[config.mk]
export PLATFORM = sky130hd
export DESIGN_NAME = battery_discharge_monitor_unit
export DESIGN_NICKNAME = d
export VERILOG_FILES = /design/src/sv/bdm_pkg.sv /design/src/sv/bdm_div.sv /design/src/sv/battery_discharge_monitor_unit.sv
export SDC_FILE = /design/constraint.sdc
export NUM_CORES = 1
export LEC_CHECK = 0
export BUFFER_PORTS_ARGS = -buffer_cell sky130_fd_sc_hd__clkbuf_2
export CORE_UTILIZATION = 30
export CTS_CLUSTER_SIZE = 16
export DETAILED_ROUTE_END_ITERATION = 12
export GPL_TIMING_DRIVEN = 0
export SLEW_MARGIN = 20
export SYNTH_ARGS = -nofsm -noshare
export SYNTH_HDL_FRONTEND = slang
export SYNTH_SLANG_ARGS = --single-unit
[constraint.sdc]
create_clock -name i_clk -period 7.8 [get_ports i_clk]
set_input_delay 0.78 -clock i_clk [delete_from_list [all_inputs] [get_ports i_clk]]
set_output_delay 0.78 -clock i_clk [all_outputs]
set_load 0.05 [all_outputs]
[src/sv/bdm_pkg.sv]
// Shared types and constants of the battery discharge monitor.
package bdm_pkg;

    // Configuration port geometry.
    localparam int CFG_DATA_W = 16;
    localparam int CFG_IDX_W  = 3;

    // Configuration register indexes.
    localparam logic [CFG_IDX_W-1:0] REG_CUTOFF_LEVEL  = 3'd0;
    localparam logic [CFG_IDX_W-1:0] REG_CUTOFF_COUNT  = 3'd1;
    localparam logic [CFG_IDX_W-1:0] REG_DIVIDER_SCALE = 3'd2;
    localparam logic [CFG_IDX_W-1:0] REG_RATE_LOW      = 3'd3;
    localparam logic [CFG_IDX_W-1:0] REG_RATE_MID      = 3'd4;
    localparam logic [CFG_IDX_W-1:0] REG_RATE_HIGH     = 3'd5;

    // Register values after reset.
    localparam logic [15:0] RST_CUTOFF_LEVEL  = 16'd300;
    localparam logic [7:0]  RST_CUTOFF_COUNT  = 8'd80;
    localparam logic [9:0]  RST_DIVIDER_SCALE = 10'd490;
    localparam logic [9:0]  RST_RATE_LOW      = 10'd100;
    localparam logic [9:0]  RST_RATE_MID      = 10'd250;
    localparam logic [9:0]  RST_RATE_HIGH     = 10'd1000;

    // Request mode codes.
    localparam logic [1:0] MODE_TICK    = 2'd0;
    localparam logic [1:0] MODE_SELECT  = 2'd1;
    localparam logic [1:0] MODE_CONFIRM = 2'd2;

    // Current setting codes.
    localparam logic [1:0] SET_LOW  = 2'd0;
    localparam logic [1:0] SET_MID  = 2'd1;
    localparam logic [1:0] SET_HIGH = 2'd2;

    // Arithmetic constants.
    localparam int K_PERCENT = 100;
    localparam int K_SIXTY   = 60;
    localparam logic [15:0] LEVEL_MAX   = 16'hFFFF;
    localparam logic [7:0]  LOW_CNT_MAX = 8'hFF;

    // Geometry of the time and capacity divider.
    localparam int TIME_DIV_W = 16;
    localparam int TIME_REM_W = 6;

    // Status of a serial divider.
    typedef struct packed {
        logic busy;
        logic done;
    } t_div_stat;

endpackage

[src/sv/bdm_div.sv]
// Bit-serial restoring divider, one quotient bit per cycle.
module bdm_div #(
    parameter int DW = 27,
    parameter int VW = 10
) (
    input  logic                i_clk,
    input  logic                i_rst_n,
    input  logic                i_start,
    input  logic [DW-1:0]       i_dividend,
    input  logic [VW-1:0]       i_divisor,
    output bdm_pkg::t_div_stat  o_stat,
    output logic [DW-1:0]       o_quotient,
    output logic [VW-1:0]       o_remainder
);
    import bdm_pkg::*;

    localparam int CW = $clog2(DW + 1);

    logic [DW-1:0] r_quo;
    logic [VW-1:0] r_rem;
    logic [VW-1:0] r_div;
    logic [CW-1:0] r_count;
    logic          r_busy;
    logic          r_done;

    logic [VW:0]   w_trial;
    logic          w_ge;
    logic [VW:0]   w_diff;

    // Trial subtraction of the divisor from the partial remainder.
    assign w_trial = {r_rem, r_quo[DW-1]};
    assign w_ge    = (w_trial >= {1'b0, r_div});
    assign w_diff  = w_trial - {1'b0, r_div};

    // Control: load on start, then one step per cycle, DW steps in all.
    always_ff @(posedge i_clk) begin
        if (!i_rst_n) begin
            r_busy  <= 1'b0;
            r_done  <= 1'b0;
            r_count <= '0;
        end else begin
            r_done <= 1'b0;
            if (i_start) begin
                r_busy  <= 1'b1;
                r_count <= CW'(DW);
            end else if (r_busy) begin
                r_count <= r_count - 1'b1;
                if (r_count == CW'(1)) begin
                    r_busy <= 1'b0;
                    r_done <= 1'b1;
                end
            end
        end
    end

    // Datapath: the dividend shifts out at the top as quotient bits enter below.
    always_ff @(posedge i_clk) begin
        if (i_start) begin
            r_quo <= i_dividend;
            r_rem <= '0;
            r_div <= i_divisor;
        end else if (r_busy) begin
            r_quo <= {r_quo[DW-2:0], w_ge};
            r_rem <= w_ge ? w_diff[VW-1:0] : w_trial[VW-1:0];
        end
    end

    assign o_stat.busy = r_busy;
    assign o_stat.done = r_done;
    assign o_quotient  = r_quo;
    assign o_remainder = r_rem;

endmodule

[src/sv/battery_discharge_monitor_unit.sv]
// Top level of the battery discharge monitor: request handling, sequencing and results.
//
// Usage. Requests enter on i_valid/o_ready with i_mode and the two ADC samples;
// each request yields exactly one result on o_valid/i_ready. Configuration
// registers are written through i_cfg_we/i_cfg_index/i_cfg_data while idle.
// A select or confirm request, or a tick while the timer is stopped, goes from
// idle straight to the finish state, whose result then enters the output
// register. A tick while the timer runs first passes an arithmetic phase: the
// voltage path runs two serial divisions of SAMPLE_BITS+17 bits each, one bit
// per cycle, with a registered multiply between them. The time and capacity path
// runs three 16-bit serial divisions by 60 on a second divider in parallel.
// One request is in work at a time; the next one is accepted as soon as the
// previous result sits in the output register, even if it is not yet taken.
// When the receiver stalls, a finished result waits in the sequencer until the
// output register frees, and o_ready stays low meanwhile.
// Synchronous active-low reset clears the control and tester state, restores the register
// defaults and empties the output register.
module battery_discharge_monitor_unit #(
    parameter int SAMPLE_BITS = 10
) (
    input  logic                            i_clk,
    input  logic                            i_rst_n,
    // Request channel.
    input  logic                            i_valid,
    output logic                            o_ready,
    input  logic [1:0]                      i_mode,
    input  logic [SAMPLE_BITS-1:0]          i_battery_sample,
    input  logic [SAMPLE_BITS-1:0]          i_reference_sample,
    // Configuration write port.
    input  logic                            i_cfg_we,
    input  logic [bdm_pkg::CFG_IDX_W-1:0]   i_cfg_index,
    input  logic [bdm_pkg::CFG_DATA_W-1:0]  i_cfg_data,
    // Result channel.
    output logic                            o_valid,
    input  logic                            i_ready,
    output logic                            o_discharge_drive,
    output logic                            o_charge_drive,
    output logic                            o_timer_running,
    output logic [1:0]                      o_current_setting,
    output logic [4:0]                      o_elapsed_hours,
    output logic [5:0]                      o_elapsed_minutes,
    output logic [5:0]                      o_elapsed_seconds,
    output logic                            o_point_blink,
    output logic [15:0]                     o_battery_level,
    output logic [7:0]                      o_low_ticks,
    output logic [9:0]                      o_capacity_mah,
    output logic                            o_capacity_valid
);
    import bdm_pkg::*;

    localparam int QW   = SAMPLE_BITS + 7;
    localparam int VD_W = SAMPLE_BITS + 17;
    localparam int VR_W = SAMPLE_BITS;

    localparam logic [1:0] ST_IDLE = 2'd0;
    localparam logic [1:0] ST_WORK = 2'd1;
    localparam logic [1:0] ST_FIN  = 2'd2;

    localparam logic [1:0] VP_Q   = 2'd0;
    localparam logic [1:0] VP_MUL = 2'd1;
    localparam logic [1:0] VP_V   = 2'd2;
    localparam logic [1:0] VP_END = 2'd3;

    localparam logic [1:0] TP_CAP = 2'd0;
    localparam logic [1:0] TP_SEC = 2'd1;
    localparam logic [1:0] TP_MIN = 2'd2;
    localparam logic [1:0] TP_END = 2'd3;

    // Configuration registers.
    logic [15:0] r_cut_level;
    logic [7:0]  r_cut_count;
    logic [9:0]  r_scale;
    logic [9:0]  r_rate_low;
    logic [9:0]  r_rate_mid;
    logic [9:0]  r_rate_high;

    // Tester state.
    logic [15:0] r_sc;
    logic [5:0]  r_lat_min;
    logic [4:0]  r_lat_hr;
    logic [5:0]  r_lat_sec;
    logic [7:0]  r_low_cnt;
    logic [1:0]  r_setting;
    logic        r_charging;
    logic        r_charge;
    logic        r_discharge;
    logic        r_timer;
    logic        r_second;
    logic        r_point;
    logic [9:0]  r_capacity;

    // Sequencer.
    logic [1:0]      r_state;
    logic            r_is_tick;
    logic            r_ref_zero;
    logic [1:0]      r_vph;
    logic [1:0]      r_tph;
    logic [VD_W-1:0] r_vprod;
    logic [15:0]     r_vlevel;
    logic [9:0]      r_cap_q;
    logic [5:0]      r_sec_new;
    logic [4:0]      r_hr_new;
    logic [5:0]      r_min_new;

    // Output register.
    logic        r_out_valid;
    logic        r_out_discharge;
    logic        r_out_charge;
    logic        r_out_timer;
    logic [1:0]  r_out_setting;
    logic [4:0]  r_out_hr;
    logic [5:0]  r_out_min;
    logic [5:0]  r_out_sec;
    logic        r_out_point;
    logic [15:0] r_out_level;
    logic [7:0]  r_out_low_cnt;
    logic [9:0]  r_out_capacity;
    logic        r_out_cap_valid;

    // Dividers.
    t_div_stat             v_stat;
    t_div_stat             t_stat;
    logic                  v_start;
    logic [VD_W-1:0]       v_dividend;
    logic [VR_W-1:0]       v_divisor;
    logic [VD_W-1:0]       v_quo;
    logic [VR_W-1:0]       v_rem;
    logic                  t_start;
    logic [TIME_DIV_W-1:0] t_dividend;
    logic [TIME_DIV_W-1:0] t_quo;
    logic [TIME_REM_W-1:0] t_rem;

    // Combinational helpers.
    logic        w_accept;
    logic        w_out_free;
    logic        w_start_tick;
    logic [9:0]  w_rate;
    logic [15:0] w_cap_prod;
    logic [15:0] w_vsat;
    logic        w_low;

    // Final values of a request.
    logic [15:0] n_level;
    logic        n_stop;
    logic [7:0]  n_low_cnt;
    logic        n_discharge;
    logic        n_timer;
    logic        n_charge;
    logic        n_second;
    logic [9:0]  n_capacity;
    logic        n_upd;
    logic [4:0]  n_lat_hr;
    logic [5:0]  n_lat_min;
    logic [5:0]  n_lat_sec;
    logic        n_point;

    assign o_ready      = (r_state == ST_IDLE);
    assign w_accept     = i_valid && o_ready;
    assign w_out_free   = !r_out_valid || i_ready;
    assign w_start_tick = w_accept && (i_mode == MODE_TICK) && r_timer;

    // Discharge rate of the current setting; the unused code gives zero.
    always_comb begin
        case (r_setting)
            SET_LOW:  w_rate = r_rate_low;
            SET_MID:  w_rate = r_rate_mid;
            SET_HIGH: w_rate = r_rate_high;
            default:  w_rate = '0;
        endcase
    end

    assign w_cap_prod = 16'(w_rate) * 16'(r_lat_min);

    // Saturate the scaled voltage to 16 bits.
    assign w_vsat = (|v_quo[VD_W-1:16]) ? LEVEL_MAX : v_quo[15:0];

    // Start requests and operands of the two dividers.
    always_comb begin
        v_start    = 1'b0;
        v_dividend = VD_W'(i_battery_sample) * VD_W'(K_PERCENT);
        v_divisor  = i_reference_sample;
        t_start    = 1'b0;
        t_dividend = w_cap_prod;
        if (w_start_tick) begin
            v_start = 1'b1;
            t_start = 1'b1;
        end else if (r_state == ST_WORK) begin
            if (r_vph == VP_MUL) begin
                v_start    = 1'b1;
                v_dividend = r_vprod;
                v_divisor  = VR_W'(K_PERCENT);
            end
            if (t_stat.done && (r_tph == TP_CAP)) begin
                t_start    = 1'b1;
                t_dividend = r_sc;
            end else if (t_stat.done && (r_tph == TP_SEC)) begin
                t_start    = 1'b1;
                t_dividend = t_quo;
            end
        end
    end

    bdm_div #(
        .DW (VD_W),
        .VW (VR_W)
    ) u_vdiv (
        .i_clk       (i_clk),
        .i_rst_n     (i_rst_n),
        .i_start     (v_start),
        .i_dividend  (v_dividend),
        .i_divisor   (v_divisor),
        .o_stat      (v_stat),
        .o_quotient  (v_quo),
        .o_remainder (v_rem)
    );

    bdm_div #(
        .DW (TIME_DIV_W),
        .VW (TIME_REM_W)
    ) u_tdiv (
        .i_clk       (i_clk),
        .i_rst_n     (i_rst_n),
        .i_start     (t_start),
        .i_dividend  (t_dividend),
        .i_divisor   (TIME_REM_W'(K_SIXTY)),
        .o_stat      (t_stat),
        .o_quotient  (t_quo),
        .o_remainder (t_rem)
    );

    // Final state and result values of the request in work.
    always_comb begin
        n_level     = r_is_tick ? r_vlevel : '0;
        w_low       = (n_level < r_cut_level);
        n_stop      = r_is_tick && w_low && (r_low_cnt >= r_cut_count);
        n_low_cnt   = r_low_cnt;
        if (r_is_tick) begin
            if (w_low) begin
                if (r_low_cnt != LOW_CNT_MAX) begin
                    n_low_cnt = r_low_cnt + 1'b1;
                end
            end else if (r_low_cnt != '0) begin
                n_low_cnt = r_low_cnt - 1'b1;
            end
        end
        n_discharge = n_stop ? 1'b0 : r_discharge;
        n_timer     = n_stop ? 1'b0 : r_timer;
        n_charge    = n_stop ? 1'b1 : r_charge;
        n_second    = r_second || n_stop;
        n_capacity  = n_stop ? r_cap_q : r_capacity;
        n_upd       = r_is_tick && !n_second;
        n_lat_hr    = n_upd ? r_hr_new  : r_lat_hr;
        n_lat_min   = n_upd ? r_min_new : r_lat_min;
        n_lat_sec   = n_upd ? r_sec_new : r_lat_sec;
        n_point     = n_upd ? !r_point  : r_point;
    end

    // Configuration writes.
    always_ff @(posedge i_clk) begin
        if (!i_rst_n) begin
            r_cut_level <= RST_CUTOFF_LEVEL;
            r_cut_count <= RST_CUTOFF_COUNT;
            r_scale     <= RST_DIVIDER_SCALE;
            r_rate_low  <= RST_RATE_LOW;
            r_rate_mid  <= RST_RATE_MID;
            r_rate_high <= RST_RATE_HIGH;
        end else if (i_cfg_we) begin
            case (i_cfg_index)
                REG_CUTOFF_LEVEL:  r_cut_level <= i_cfg_data;
                REG_CUTOFF_COUNT:  r_cut_count <= i_cfg_data[7:0];
                REG_DIVIDER_SCALE: r_scale     <= i_cfg_data[9:0];
                REG_RATE_LOW:      r_rate_low  <= i_cfg_data[9:0];
                REG_RATE_MID:      r_rate_mid  <= i_cfg_data[9:0];
                REG_RATE_HIGH:     r_rate_high <= i_cfg_data[9:0];
                default: begin
                end
            endcase
        end
    end

    // Sequencer and tester state.
    always_ff @(posedge i_clk) begin
        if (!i_rst_n) begin
            r_state     <= ST_IDLE;
            r_is_tick   <= 1'b0;
            r_ref_zero  <= 1'b0;
            r_vph       <= VP_END;
            r_tph       <= TP_END;
            r_sc        <= '0;
            r_lat_min   <= '0;
            r_lat_hr    <= '0;
            r_lat_sec   <= '0;
            r_low_cnt   <= '0;
            r_setting   <= SET_LOW;
            r_charging  <= 1'b0;
            r_charge    <= 1'b0;
            r_discharge <= 1'b0;
            r_timer     <= 1'b0;
            r_second    <= 1'b0;
            r_point     <= 1'b0;
            r_capacity  <= '0;
        end else begin
            case (r_state)
                ST_IDLE: begin
                    if (w_accept) begin
                        r_is_tick <= 1'b0;
                        r_state   <= ST_FIN;
                        case (i_mode)
                            MODE_SELECT: begin
                                r_setting <= (r_setting >= SET_HIGH) ? SET_LOW
                                                                     : r_setting + 1'b1;
                            end
                            MODE_CONFIRM: begin
                                if (r_charging) begin
                                    r_charging <= 1'b0;
                                    r_charge   <= 1'b0;
                                    if (!r_second) begin
                                        r_discharge <= 1'b1;
                                        r_timer     <= 1'b1;
                                    end
                                end else begin
                                    r_charge   <= 1'b1;
                                    r_charging <= 1'b1;
                                end
                            end
                            MODE_TICK: begin
                                if (r_timer) begin
                                    r_is_tick  <= 1'b1;
                                    r_sc       <= r_sc + 1'b1;
                                    r_ref_zero <= (i_reference_sample == '0);
                                    r_vph      <= VP_Q;
                                    r_tph      <= TP_CAP;
                                    r_state    <= ST_WORK;
                                end
                            end
                            default: begin
                            end
                        endcase
                    end
                end
                ST_WORK: begin
                    // Voltage path: ratio, scale multiply, divide by 100.
                    case (r_vph)
                        VP_Q: begin
                            if (v_stat.done) begin
                                r_vprod <= VD_W'(v_quo[QW-1:0]) * VD_W'(r_scale);
                                r_vph   <= VP_MUL;
                            end
                        end
                        VP_MUL: r_vph <= VP_V;
                        VP_V: begin
                            if (v_stat.done) begin
                                r_vlevel <= r_ref_zero ? LEVEL_MAX : w_vsat;
                                r_vph    <= VP_END;
                            end
                        end
                        default: begin
                        end
                    endcase
                    // Time path: capacity, then seconds, then hours and minutes.
                    case (r_tph)
                        TP_CAP: begin
                            if (t_stat.done) begin
                                r_cap_q <= t_quo[9:0];
                                r_tph   <= TP_SEC;
                            end
                        end
                        TP_SEC: begin
                            if (t_stat.done) begin
                                r_sec_new <= t_rem;
                                r_tph     <= TP_MIN;
                            end
                        end
                        TP_MIN: begin
                            if (t_stat.done) begin
                                r_hr_new  <= t_quo[4:0];
                                r_min_new <= t_rem;
                                r_tph     <= TP_END;
                            end
                        end
                        default: begin
                        end
                    endcase
                    if ((r_vph == VP_END) && (r_tph == TP_END)) begin
                        r_state <= ST_FIN;
                    end
                end
                ST_FIN: begin
                    if (w_out_free) begin
                        r_low_cnt   <= n_low_cnt;
                        r_discharge <= n_discharge;
                        r_timer     <= n_timer;
                        r_charge    <= n_charge;
                        r_second    <= n_second;
                        r_capacity  <= n_capacity;
                        r_lat_hr    <= n_lat_hr;
                        r_lat_min   <= n_lat_min;
                        r_lat_sec   <= n_lat_sec;
                        r_point     <= n_point;
                        r_state     <= ST_IDLE;
                    end
                end
                default: r_state <= ST_IDLE;
            endcase
        end
    end

    // Output register: loads a finished result, empties when it is taken.
    always_ff @(posedge i_clk) begin
        if (!i_rst_n) begin
            r_out_valid <= 1'b0;
        end else if ((r_state == ST_FIN) && w_out_free) begin
            r_out_valid <= 1'b1;
        end else if (i_ready) begin
            r_out_valid <= 1'b0;
        end
    end

    always_ff @(posedge i_clk) begin
        if ((r_state == ST_FIN) && w_out_free) begin
            r_out_discharge <= n_discharge;
            r_out_charge    <= n_charge;
            r_out_timer     <= n_timer;
            r_out_setting   <= r_setting;
            r_out_hr        <= n_lat_hr;
            r_out_min       <= n_lat_min;
            r_out_sec       <= n_lat_sec;
            r_out_point     <= n_point;
            r_out_level     <= n_level;
            r_out_low_cnt   <= n_low_cnt;
            r_out_capacity  <= n_capacity;
            r_out_cap_valid <= n_stop;
        end
    end

    assign o_valid           = r_out_valid;
    assign o_discharge_drive = r_out_discharge;
    assign o_charge_drive    = r_out_charge;
    assign o_timer_running   = r_out_timer;
    assign o_current_setting = r_out_setting;
    assign o_elapsed_hours   = r_out_hr;
    assign o_elapsed_minutes = r_out_min;
    assign o_elapsed_seconds = r_out_sec;
    assign o_point_blink     = r_out_point;
    assign o_battery_level   = r_out_level;
    assign o_low_ticks       = r_out_low_cnt;
    assign o_capacity_mah    = r_out_capacity;
    assign o_capacity_valid  = r_out_cap_valid;

    // The load and the timer are always switched together.
    a_drive_timer: assert property (@(posedge i_clk) disable iff (!i_rst_n)
        r_discharge == r_timer)
        else $error("discharge drive and timer disagree");

    // Only a running timer can put a tick into the arithmetic phase.
    a_work_timer: assert property (@(posedge i_clk) disable iff (!i_rst_n)
        (r_state == ST_WORK) |-> r_timer)
        else $error("arithmetic phase without running timer");

    // Both dividers have finished before a result is released.
    a_fin_idle: assert property (@(posedge i_clk) disable iff (!i_rst_n)
        (r_state == ST_FIN) |-> (!v_stat.busy && !t_stat.busy))
        else $error("result released while a divider is busy");

    // A reported capacity comes with the load off and the charger on.
    a_cap_drive: assert property (@(posedge i_clk) disable iff (!i_rst_n)
        (r_out_valid && r_out_cap_valid) |-> (!r_out_discharge && r_out_charge))
        else $error("capacity reported with inconsistent drives");

endmodule
==> summary.md <==
| Metric | Value |
|---|---|
| Peak VDD IR | `around 0.14 mV` |
| Area Growth Syn to Fin | `13.04%` |
| DRC viols | `0` |
| RSZ-0062 raised after global routing | `no` |
| Final Non-Filler Cells | `3626` |
| Max Clk Rate | `155.7 MHz` |
| Final setup violation count | `0` |
| FF-to-FF setup slack | `1.38 ns` |
| Hold buffer count at CTS | `0` |
| Starting Density | `0.3041` |
| Via count | `roughly 17000` |
| Normalized max-slew margin | `0.3086` |
| Post-route clock skew | `0.01990 ns` |
| Flop pwr share | `0.416` |
| H-tree Lvls | `2` |
| Hpwl dp | `45800 µm` |
| DRT Pass-1 Iters | `5` |
| Critical path startpoint category | `flip-flop` |
| Detailed Route WL | `58710 µm` |
| Final Hold Viols | `0` |
| Pins over their slew limit | `0` |
| P_int | `0.003385 W` |
| Clock Tree Root | `clkbuf_16` |
| Total number of yosys warnings | `0` |
| Die area | `78370 µm²` |
| Max-cap viol count | `0` |
| Die Y | `279.9 µm` |
| Status | `finished clean` |
| Main synth FF type | `edfxtp_1` |
| Row count | `101` |
| Async SR Flop Fraction | `0` |
| Postcts setup bufs | `0` |
| Worst-case clock buffer depth | `3` |
| Hold depth | `0` |
| Routability Congestion | `0.8580` |
| Crit. End Element | `flip-flop` |
| CTS tree | `done` |
| Final TNS setup | `0 ns` |
| Initial antenna violation count | `2` |
| Remaining global-route overflow | `0` |
| Gate Count Post-Synth | `2423` |
| EDFF count, synth | `181` |
| Die width | `279.9 µm` |
| Via-per-instance ratio | `4.762` |
| DRT iter0 DRCs | `1181` |
| Total global-route track usage | `0.1510` |
| Vias in the first global route | `16670` |
| Post-cts sizing count | `0` |
| Num CTS Buffers | `37` |
| HP Class | `flip-flop to flip-flop` |
| Worst-path clk slew | `about 0.07 ns` |
| CP Max Fanout | `10` |
| Post-Syn Nets | `2797` |
| Clock share of power | `0.359` |
| Largest net degree at the start of global routing | `56` |
| Period utilization | `0.8232` |
| Req. time, crit path | `8.09 ns` |
| Slew @ Worst Pin | `roughly 1.0 ns` |
| Min-delay src | `r_setting[1]` |
| Synthesized area | `~23000 µm²` |
| Switching part of the total | `0.2984` |
| Post-route minimum period | `6.421 ns` |
| Syn Area/Cell | `9.565 µm²` |
| Register area share after synthesis | `0.3745` |
| Core box area | `76200 µm²` |
| Skew-Pair Late Insertion Delay | `0.56 ns` |
| Setup CP Type | `flip-flop to flip-flop` |
| Combinational power share | `0.225` |
| # IOs | `106` |
| Worst EP arrival | `6.71 ns` |
| Nets | `2940` |
| First-pass GRT wire length | `about 93000 µm` |
| IO Port Bufs | `103` |
| Switching pwr | `between 0.001 and 0.0015 W` |
| WHS Endpoint | `o_current_setting[1]` |
| FF-to-FF End | `r_vprod[23]` |
| Share of cells above drive strength 1 | `0.08979` |
| Routed wire length per instance | `16.19 µm` |
| Antenna Violating Nets Remaining | `0` |
| Leakage | `11.03 nW` |
| Netlist cell types | `78` |
| Worst R2R Path Depth | `18` |
| Cells after DPL | `3557` |
| WHS | `0.4317 ns` |
| R2r startpoint | `r_scale[8]` |
| Synthesized flop and latch total | `between 300 and 400` |
| Power Density | `184.2 nW/µm²` |
| Clk sinks | `343` |
[worst max-delay path, cell delays in order, from the launching register on]
cell      delay, ns
dfxtp_1        0.64
clkbuf_1       0.59
nand2_1        0.16
fa_1           0.52
fa_1           0.54
inv_1          0.06
fa_1           0.50
fa_1           0.55
inv_1          0.05
fa_1           0.52
inv_1          0.04
ha_1           0.32
a21oi_1        0.27
or2_2          0.20
a21oi_1        0.08
a211oi_1       0.62
a21oi_1        0.18
o21ai_0        0.19
a31oi_1        0.10
[worst max path at each step]
stage / endpoint / slack [ns] / startpoint
after floorplan: r_vprod[26] / 2.22 / r_scale[3]
after global placement: r_vprod[26] / 1.43 / r_scale[8]
after detailed placement: r_vprod[26] / 1.45 / r_scale[1]
after CTS: r_vprod[23] / 1.42 / r_scale[1]
after global routing: r_vprod[23] / 1.02 / r_scale[1]
final: r_vprod[23] / 1.38 / r_scale[8]
[layer usage]
metal / global-route usage / vias to the layer above / wire length [µm]
met5: 0 / - / 9
met4: 0.03769 / 2 / 1296
met3: 0.02252 / 74 / 2756
met2: 0.2540 / 383 / 27880
met1: 0.2022 / 8418 / 26760
li1: - / 8389 / -
[area by class of cell]
type / instances / area [µm²]
Antenna cell: 1 / 2.502
Buffer: 116 / 481.7
Clock buffer: 55 / 1045
Clock inverter: 13 / 130.1
Fill cell: 7831 / 50000
Inverter: 255 / 959.7
Multi-Input combinational cell: 1709 / 13070
Sequential cell: 343 / 8678
Tap cell: 1030 / 1289
Timing Repair Buffer: 104 / 543.0
[sequential cells by signal, indices dropped and copies added (netlist names), 8 cells and up]
name and count:
o_battery_level 16, o_capacity_mah 10, o_low_ticks 8, r_cap_q 10
r_capacity 10, r_cut_count 8, r_cut_level 16, r_low_cnt 8
r_rate_high 10, r_rate_low 10, r_rate_mid 10, r_sc 16
r_scale 10, r_vlevel 16, r_vprod 27, u_tdiv.o_quotient 16
u_vdiv.o_quotient 27, u_vdiv.o_remainder 10, u_vdiv.r_div 10
[cells by family after synthesis]
group | share of synthesized area
xor+xnor | 0.02721
mux | 0.02969
buf+inv | 0.06203
compound gates | 0.09378
flops | 0.3745
fa+ha+maj | 0.2279
simple gates | 0.1849
[synthesized netlist by cell type, drive strengths merged, types with 4 or more instances]
library cell | number | area [µm²]
nand4 | 17 | 106.4
a31oi | 18 | 112.6
nor2 | 100 | 380.4
o21bai | 4 | 30.03
nand3 | 72 | 360.4
mux2 | 19 | 247.7
a221o | 4 | 40.04
clkbuf | 99 | 371.6
nor3 | 32 | 171.4
o21ai | 77 | 385.4
a22oi | 14 | 105.1
xor2 | 29 | 254.0
or3 | 9 | 56.30
buf | 17 | 106.3
o21a | 10 | 75.07
a31o | 4 | 35.03
edfxtp | 181 | 5435
fa | 157 | 3143
nand2 | 410 | 1539
xnor2 | 43 | 376.6
or3b | 4 | 35.04
dfxtp | 162 | 3243
nand2b | 17 | 106.4
and3 | 12 | 75.07
a211oi | 11 | 82.58
o22ai | 4 | 25.02
mux2i | 44 | 440.4
a21o | 18 | 135.1
a21oi | 130 | 650.6
inv | 255 | 959.7
o211ai | 18 | 148.9
nor4b | 4 | 35.03
ha | 171 | 2140
or2 | 23 | 143.9
nor2b | 11 | 68.82
nor4 | 11 | 81.32
and2 | 164 | 1028
[placed cells by master, fill, tap and decap left out, types with 103 or more instances in the layout]
cell,instances
inv_1,254
nand2_1,409
and2_1,162
ha_1,171
fa_1,157
clkbuf_1,112
a21oi_1,130
dfxtp_1,162
edfxtp_1,181
clkbuf_2,103
[through the flow]
step                utilization  instance area (µm²)  power (W)  setup WS (ns)
floorplan                     -                23180   0.002865          2.224
detailed placement       0.3283                25020   0.003133          1.451
CTS                      0.3438                26200   0.004873          1.423
finish                   0.3438                26200   0.004825          1.379
global route             0.3438                26200   0.005083          1.016
global placement         0.3278                24980   0.003126          1.429
[power by group through the flow]
stage / combinational, W / sequential, W / clock [W]
final: 0.00109 / 0.00201 / 0.00173
after global routing: 0.00123 / 0.00201 / 0.00184
after CTS: 0.00110 / 0.00201 / 0.00177
after detailed placement: 0.00109 / 0.00204 / 0
after global placement: 0.00108 / 0.00205 / 0
after floorplan: 0.000788 / 0.00208 / 0
(Power assumes the default switching activity.)
